--- src/sv/ucbp_pkg.sv ---
// Shared types and constants for the serial command byte parser.
// No dependencies; imported by the parser top level, its port checker and the testbench.
package ucbp_pkg;

  // Value text store: eight characters of eight bits each.
  localparam int CHAR_DEPTH = 8;
  localparam int CHAR_W     = 8;
  localparam int IDX_W      = $clog2(CHAR_DEPTH);
  localparam int CNT_W      = $clog2(CHAR_DEPTH + 1);
  localparam int TEXT_W     = CHAR_DEPTH * CHAR_W;

  // Default limit on collected value characters.
  localparam int MAX_CHARS_DEF = 8;

  // Parser states, numbered as they appear on the state output.
  typedef enum logic [3:0] {
    ST_IDLE   = 4'd0,
    ST_READY  = 4'd1,
    ST_GET    = 4'd2,
    ST_SET    = 4'd3,
    ST_PARAM  = 4'd4,
    ST_VALUE  = 4'd5,
    ST_BUTTON = 4'd6,
    ST_TEMP   = 4'd7,
    ST_KP     = 4'd8,
    ST_KD     = 4'd9,
    ST_KI     = 4'd10,
    ST_HEATER = 4'd11,
    ST_COOLER = 4'd12
  } state_t;

  // Action codes on the result channel.
  typedef enum logic [2:0] {
    ACT_NONE   = 3'd0,
    ACT_UP     = 3'd1,
    ACT_DOWN   = 3'd2,
    ACT_SET    = 3'd3,
    ACT_REPORT = 3'd4
  } action_t;

  // Command characters.
  localparam logic [7:0] CH_HASH  = 8'h23;  // '#'
  localparam logic [7:0] CH_AT    = 8'h40;  // '@'
  localparam logic [7:0] CH_SEMI  = 8'h3B;  // ';'
  localparam logic [7:0] CH_GT    = 8'h3E;  // '>'
  localparam logic [7:0] CH_LT    = 8'h3C;  // '<'
  localparam logic [7:0] CH_COMMA = 8'h2C;  // ','
  localparam logic [7:0] CH_0     = 8'h30;
  localparam logic [7:0] CH_1     = 8'h31;
  localparam logic [7:0] CH_9     = 8'h39;

  // Menu item letters.
  localparam logic [7:0] LET_T = 8'h54;
  localparam logic [7:0] LET_P = 8'h50;
  localparam logic [7:0] LET_D = 8'h44;
  localparam logic [7:0] LET_I = 8'h49;
  localparam logic [7:0] LET_C = 8'h43;

endpackage

--- src/sv/uart_command_byte_parser.sv ---
// Serial command byte parser: one result per received byte.
// Depends on ucbp_pkg for state and action codes and command characters.
//
// Usage:
//   Input channel in_valid / in_stall / in_rx_byte carries one received byte
//   per transfer. Result channel out_valid / out_stall carries one result per
//   byte: action, parameter letter, value text and length, parser state and
//   the PID menu flag. A transfer happens on a rising edge with valid high
//   and stall low.
//   A transferred byte lands in an input register; once the decode stage
//   advances, the parser decodes it in one pass and writes the result
//   register and its state.
//   Throughput is one byte per cycle; the decode stage advances whenever the
//   result register is empty or being taken.
//   When the receiver stalls, the result holds, the captured byte waits in
//   the input register and in_stall rises once that register is occupied.
//   Synchronous active-low reset empties both registers and returns the
//   parser to idle with all counters and flags cleared. The value character
//   store is not reset; only characters already collected are ever shown.
module uart_command_byte_parser
  import ucbp_pkg::*;
#(
  parameter int MAX_CHARS = MAX_CHARS_DEF
) (
  input  logic              clk,
  input  logic              rst_n,
  input  logic              in_valid,
  output logic              in_stall,
  input  logic [7:0]        in_rx_byte,
  output logic              out_valid,
  input  logic              out_stall,
  output logic [2:0]        out_action,
  output logic [7:0]        out_param_letter,
  output logic [TEXT_W-1:0] out_value_text,
  output logic [3:0]        out_value_length,
  output logic [3:0]        out_parser_state,
  output logic              out_pid_menu_flag
);

  // Input register.
  logic       in_vld_r;
  logic [7:0] byte_r;

  // Parser state.
  state_t            state_r, state_nxt;
  logic [7:0]        param_r, param_nxt;
  logic [CHAR_W-1:0] chars_r [CHAR_DEPTH];
  logic [CNT_W-1:0]  count_r, count_nxt;
  logic              button_r, button_nxt;
  logic              pid_r, pid_nxt;

  // Character store write.
  logic              chr_we;
  logic [IDX_W-1:0]  chr_idx;

  // Result register.
  logic              out_vld_r;
  action_t           act_r, act_nxt;
  logic [7:0]        let_r, let_nxt;
  logic [TEXT_W-1:0] text_r, text_nxt;
  logic [3:0]        len_r, len_nxt;

  logic advance;
  logic local_key, is_digit;
  logic menu_item;
  state_t menu_next;
  logic [7:0] menu_letter;

  // The decode stage moves when the result register is free or being taken.
  assign advance  = !out_vld_r || !out_stall;
  assign in_stall = in_vld_r && !advance;

  // Input register capture.
  always_ff @(posedge clk) begin
    if (!rst_n) begin
      in_vld_r <= 1'b0;
    end else if (!in_stall) begin
      in_vld_r <= in_valid;
    end
  end

  always_ff @(posedge clk) begin
    if (in_valid && !in_stall) begin
      byte_r <= in_rx_byte;
    end
  end

  assign local_key = (byte_r == CH_AT) || (byte_r == CH_LT) || (byte_r == CH_GT);
  assign is_digit  = ((byte_r >= CH_0) && (byte_r <= CH_9)) || (byte_r == CH_COMMA);

  // Next state and result for the captured byte.
  always_comb begin
    state_nxt   = state_r;
    param_nxt   = param_r;
    count_nxt   = count_r;
    button_nxt  = button_r;
    pid_nxt     = pid_r;
    act_nxt     = ACT_NONE;
    let_nxt     = '0;
    text_nxt    = '0;
    len_nxt     = '0;
    chr_we      = 1'b0;
    chr_idx     = count_r[IDX_W-1:0];
    menu_item   = 1'b0;
    menu_next   = ST_IDLE;
    menu_letter = '0;

    unique case (state_r)
      ST_READY: begin
        if (byte_r == "g") begin
          state_nxt = ST_GET;
        end else if (byte_r == "s") begin
          state_nxt = ST_SET;
        end else if (!local_key) begin
          state_nxt = ST_IDLE;
        end
      end
      ST_GET: begin
        if ((byte_r == "t") || (byte_r == "c") || (byte_r == "a") ||
            (byte_r == "i") || (byte_r == "d") || (byte_r == "p") ||
            (byte_r == "b") || (byte_r == "s")) begin
          param_nxt = byte_r;
          state_nxt = ST_PARAM;
        end else if (!local_key) begin
          state_nxt = ST_IDLE;
        end
      end
      ST_SET: begin
        if ((byte_r == "c") || (byte_r == "i") || (byte_r == "d") ||
            (byte_r == "p") || (byte_r == "s")) begin
          param_nxt = byte_r;
          count_nxt = '0;
          state_nxt = ST_VALUE;
        end else if (byte_r == "b") begin
          param_nxt  = byte_r;
          button_nxt = 1'b0;
          state_nxt  = ST_BUTTON;
        end else if (!local_key) begin
          state_nxt = ST_IDLE;
        end
      end
      ST_PARAM: begin
        if (byte_r == CH_SEMI) begin
          act_nxt = ACT_REPORT;
          let_nxt = param_r;
        end
        if (!local_key) begin
          state_nxt = ST_IDLE;
        end
      end
      ST_VALUE: begin
        if (is_digit) begin
          // Collect a character, or abort when the value is already full.
          if (count_r < CNT_W'(MAX_CHARS)) begin
            chr_we    = 1'b1;
            count_nxt = count_r + 1'b1;
          end else begin
            state_nxt = ST_IDLE;
          end
        end else if (byte_r == CH_SEMI) begin
          act_nxt = ACT_SET;
          let_nxt = param_r;
          len_nxt = 4'(count_r);
          for (int i = 0; i < CHAR_DEPTH; i++) begin
            if (CNT_W'(i) < count_r) begin
              text_nxt[i*CHAR_W +: CHAR_W] = chars_r[i];
            end
          end
          state_nxt = ST_IDLE;
        end else if (!local_key) begin
          state_nxt = ST_IDLE;
        end
      end
      ST_BUTTON: begin
        if (!button_r) begin
          if ((byte_r == CH_0) || (byte_r == CH_1)) begin
            button_nxt = 1'b1;
            chr_we     = 1'b1;
            chr_idx    = '0;
          end
        end else begin
          if (byte_r == CH_SEMI) begin
            act_nxt  = ACT_SET;
            let_nxt  = param_r;
            len_nxt  = 4'd1;
            text_nxt = TEXT_W'(chars_r[0]);
          end
          if (!local_key) begin
            state_nxt = ST_IDLE;
          end
        end
      end
      ST_TEMP: begin
        menu_item   = 1'b1;
        menu_next   = ST_KP;
        menu_letter = LET_T;
      end
      ST_KP: begin
        menu_item   = 1'b1;
        menu_next   = ST_KD;
        menu_letter = LET_P;
      end
      ST_KD: begin
        pid_nxt     = 1'b1;
        menu_item   = 1'b1;
        menu_next   = ST_KI;
        menu_letter = LET_D;
      end
      ST_KI: begin
        menu_item   = 1'b1;
        menu_next   = ST_HEATER;
        menu_letter = LET_I;
      end
      ST_COOLER: begin
        pid_nxt     = 1'b0;
        menu_item   = 1'b1;
        menu_next   = ST_HEATER;
        menu_letter = LET_C;
      end
      ST_HEATER: begin
        state_nxt = ST_IDLE;
      end
      default: begin
        // Idle, and any code outside the state list.
        if (byte_r == CH_HASH) begin
          state_nxt = ST_READY;
        end else if (byte_r == CH_AT) begin
          state_nxt = ST_TEMP;
        end else begin
          state_nxt = ST_IDLE;
        end
      end
    endcase

    // Shared menu item handling: '@' advances, '>' and '<' step, others abort.
    if (menu_item) begin
      if (byte_r == CH_AT) begin
        state_nxt = menu_next;
      end else if (byte_r == CH_GT) begin
        act_nxt = ACT_UP;
        let_nxt = menu_letter;
      end else if (byte_r == CH_LT) begin
        act_nxt = ACT_DOWN;
        let_nxt = menu_letter;
      end else begin
        state_nxt = ST_IDLE;
      end
    end
  end

  // Control state update, once per decoded byte.
  always_ff @(posedge clk) begin
    if (!rst_n) begin
      state_r   <= ST_IDLE;
      param_r   <= '0;
      count_r   <= '0;
      button_r  <= 1'b0;
      pid_r     <= 1'b0;
      out_vld_r <= 1'b0;
    end else if (advance) begin
      out_vld_r <= in_vld_r;
      if (in_vld_r) begin
        state_r  <= state_nxt;
        param_r  <= param_nxt;
        count_r  <= count_nxt;
        button_r <= button_nxt;
        pid_r    <= pid_nxt;
      end
    end
  end

  // Character store and result payload.
  always_ff @(posedge clk) begin
    if (advance && in_vld_r) begin
      if (chr_we) begin
        chars_r[chr_idx] <= byte_r;
      end
      act_r  <= act_nxt;
      let_r  <= let_nxt;
      text_r <= text_nxt;
      len_r  <= len_nxt;
    end
  end

  assign out_valid         = out_vld_r;
  assign out_action        = act_r;
  assign out_param_letter  = let_r;
  assign out_value_text    = text_r;
  assign out_value_length  = len_r;
  assign out_parser_state  = state_r;
  assign out_pid_menu_flag = pid_r;

endmodule

--- config.mk ---
export PLATFORM = sky130hd
export DESIGN_NAME = uart_command_byte_parser
export DESIGN_NICKNAME = d
export VERILOG_FILES = /design/src/sv/ucbp_pkg.sv /design/src/sv/uart_command_byte_parser.sv
export SDC_FILE = /design/constraint.sdc
export NUM_CORES = 1
export LEC_CHECK = 0
export ABC_AREA = 1
export BUFFER_PORTS_ARGS = -buffer_cell sky130_fd_sc_hd__buf_4
export CAP_MARGIN = 20
export CELL_PAD_IN_SITES_DETAIL_PLACEMENT = 1
export CELL_PAD_IN_SITES_GLOBAL_PLACEMENT = 2
export CORE_ASPECT_RATIO = 1.5
export CORE_UTILIZATION = 39
export DETAILED_ROUTE_END_ITERATION = 12
export PLACE_DENSITY_LB_ADDON = 0.05
export SLEW_MARGIN = 20
export SYNTH_ARGS = -nofsm -noshare
export SYNTH_HDL_FRONTEND = slang
export SYNTH_SLANG_ARGS = --single-unit
--- constraint.sdc ---
create_clock -name clk -period 4.4 [get_ports clk]
set_input_delay 0.88 -clock clk [delete_from_list [all_inputs] [get_ports clk]]
set_output_delay 0.88 -clock clk [all_outputs]
set_load 0.02 [all_outputs]
==> flow_metrics.tcl <==
set metrics [dict create \
    rr_endpoint "chars_r[0][0]" \
    cts_tree "built" \
    track_usage_pct 19.2 \
    layout.nets 684 \
    initial_utilization_pct 40.1 \
    yosys_warnings 0 \
    final.fill_count 1846 \
    hold_buffers 0 \
    tightest_slew_ns 0.862 \
    numPortBuffers 97 \
    grt_first_pass_wirelength_um 26600 \
    firstDrtPassIters 8 \
    end_kind "flop" \
    cp-startpoint "byte_r[3]" \
    gp_congestion 0.868 \
    holdWs_ns 0.464 \
    synth_top_cell_by_area "edfxtp_1" \
    placed_cells 863 \
    drt-vias-per-instance 5.06 \
    layout-drive-gt1-share_pct 26.4 \
    criticalPathCategory "reg2reg" \
    htree_levels 4 \
    synth_cell_types 36 \
    rrSetupSlack_ns 1.48 \
    grt.overflow.total 0 \
    final_cell_mix "edfxtp_1 (151), buf_4 (103), nand2_1 (91), nor2_1 (66), inv_1 (51)" \
    syn_to_final_growth_pct 21.9 \
    hp-class "reg2reg" \
    seq_area_frac_synth_pct 70.7 \
    cts_resized 0 \
    setup_tns_ns 0 \
    setup_viol 0 \
    wire_per_inst_um 18.8 \
    outcome "finished, violations left" \
    r2r_start "byte_r[3]" \
    drt_iter0_markers 186 \
    syn_nets 573 \
    core_area_um2 17400 \
    dieWidth_um 111 \
    synth_top_area_share_pct 64.9 \
    worstPathArrival_ns 2.98 \
    drt-total-wl_um 16800 \
    grt_max_degree 88 \
    num_vias 4522 \
    clockBufferDepth 2 \
    clk_pin_slew_worst_paths_ns 0.08 \
    violations "DRC" \
    synth_area_um2 6980 \
    slew-limit-headroom_pct 42.5 \
    slew_viol_final 0 \
    worstSetupEndpoint "chars_r[0][0]" \
    syn_inst 558 \
    worstPathRequired_ns 4.46 \
    clock_latency_ns 0.43 \
    leakagePower_uw 0.00309 \
    dieArea_um2 18500 \
    instances_no_fill 894 \
    ir_worst_vdd_mv 0.200 \
    hpwl_um 11900 \
    path_max_fanout 17 \
    cts.sinks 171 \
    powerDensity_nw_per_um2 406 \
    rsz0062_at_grt "false" \
    fmax_mhz 342 \
    antenna_left 0 \
    synthTopCellsByArea "edfxtp_1 (65%), dfxtp_1 (5.7%), nand2_1 (4.9%)" \
    ios 98 \
    clockRootBuffer "clkbuf_16" \
    die_h_um 166 \
    drc 12 \
    cts_buffers 17 \
    post-cts-setup-buffers 0 \
    grt_pass1_vias 4845 \
    cap_viol_max_count 0 \
    antenna_found_initial 0 \
    fin_crit_sh_pct 66.4 \
    clock_skew_ns 0.0171 \
    start_kind "flop" \
    reg2reg_depth 8 \
    period_needed_ns 2.92 \
    hold_violations 0 \
    final_common_cell "edfxtp_1" \
    antenna_cells 0 \
    synth.avg_cell_area_um2 12.5 \
    ys_seq_elements 171 \
    num_rows 59 \
]
-- layer usage --
layer / GRT usage, % / up-vias / routed length, µm
li1: - / 2171 / -
met1: 20.1 / 2238 / 6340
met2: 36.6 / 88 / 9530
met3: 3.83 / 25 / 429
met4: 8.52 / 0 / 478
met5: 0 / - / 0
-- area by class of cell --
cell class	count	area [µm²]	share of cell area, %
flip-flops and latches	171	4930	57.9
multi-input cells	320	1740	20.5
repair buffers	104	785	9.21
clock buffers	17	425	5.00
well taps	213	267	3.13
inverters	55	206	2.42
clock inverters	14	154	1.81
-- worst min-delay path by stage --
stage	from	endpoint	slack, ns	cells past startpoint
floorplan	param_r[3]	param_r[3]	0.42	2
global placement	param_r[6]	param_r[6]	0.44	2
detailed placement	param_r[1]	param_r[1]	0.46	2
CTS	param_r[6]	param_r[6]	0.47	2
global route	param_r[1]	param_r[1]	0.49	2
finish	param_r[6]	param_r[6]	0.46	2
-- state kept, by name, indices dropped and copies added (netlist names) --
register           count
button_r               1
count_r                4
byte_r                 8
out_parser_state       4
out_value_length       4
out_action             3
in_vld_r               1
out_valid              1
out_pid_menu_flag      1
out_param_letter       8
param_r                8
chars_r               64
out_value_text        64
-- synthesized netlist by cell type (all sizes together) --
cell / n
nand3: 23
o221a: 1
dfxtp: 20
ha: 3
inv: 55
o21ai: 24
nor2: 78
nand4: 8
nor4: 2
o221ai: 1
nor3: 10
a31oi: 1
nor3b: 41
o211ai: 2
or2: 1
edfxtp: 151
o22ai: 3
a21boi: 1
nand2: 97
a211oi: 2
buf: 8
clkbuf: 4
a21oi: 22
-- critical path: stages, from the launching register on --
cell	delay [ns]
edfxtp_1	0.85
nand2_1	0.17
nor2_1	0.19
nand2_1	0.08
nand2_2	0.10
nand3_1	0.22
a21oi_2	0.25
nand3_1	0.11
a21oi_1	0.57
-- where the power goes --
group	total, µW	internal [µW]	leakage (µW)	switching, µW
logic	171	57.9	0.00123	113
registers	1830	1800	0.00159	33.1
clock network	1460	757	0.000280	704
-- through the flow --
step                      setup slack (ns)  area [µm²]  util (%)  power (µW)
after CTS                             1.45        8510      48.9        3500
after global placement                1.46        7930      45.5        2030
after floorplan                      0.428        6980         -        1950
after global routing                  1.22        8520      48.9        3570
final                                 1.48        8520      48.9        3460
after detailed placement              1.29        7930      45.5        2040
-- logic make-up (layout without fill, tap and decap cells) --
| logic type | Yosys count | in the layout | share of synthesized area (%) |
|---|---|---|---|
| buf+inv | 67 | 190 | 4.35 |
| simple gates | 260 | 260 | 19.6 |
| fa+ha+maj | 3 | 3 | 0.538 |
| flops | 171 | 171 | 70.7 |
| compound gates | 57 | 57 | 4.82 |
Note: power is estimated with default switching activity, not from simulation.
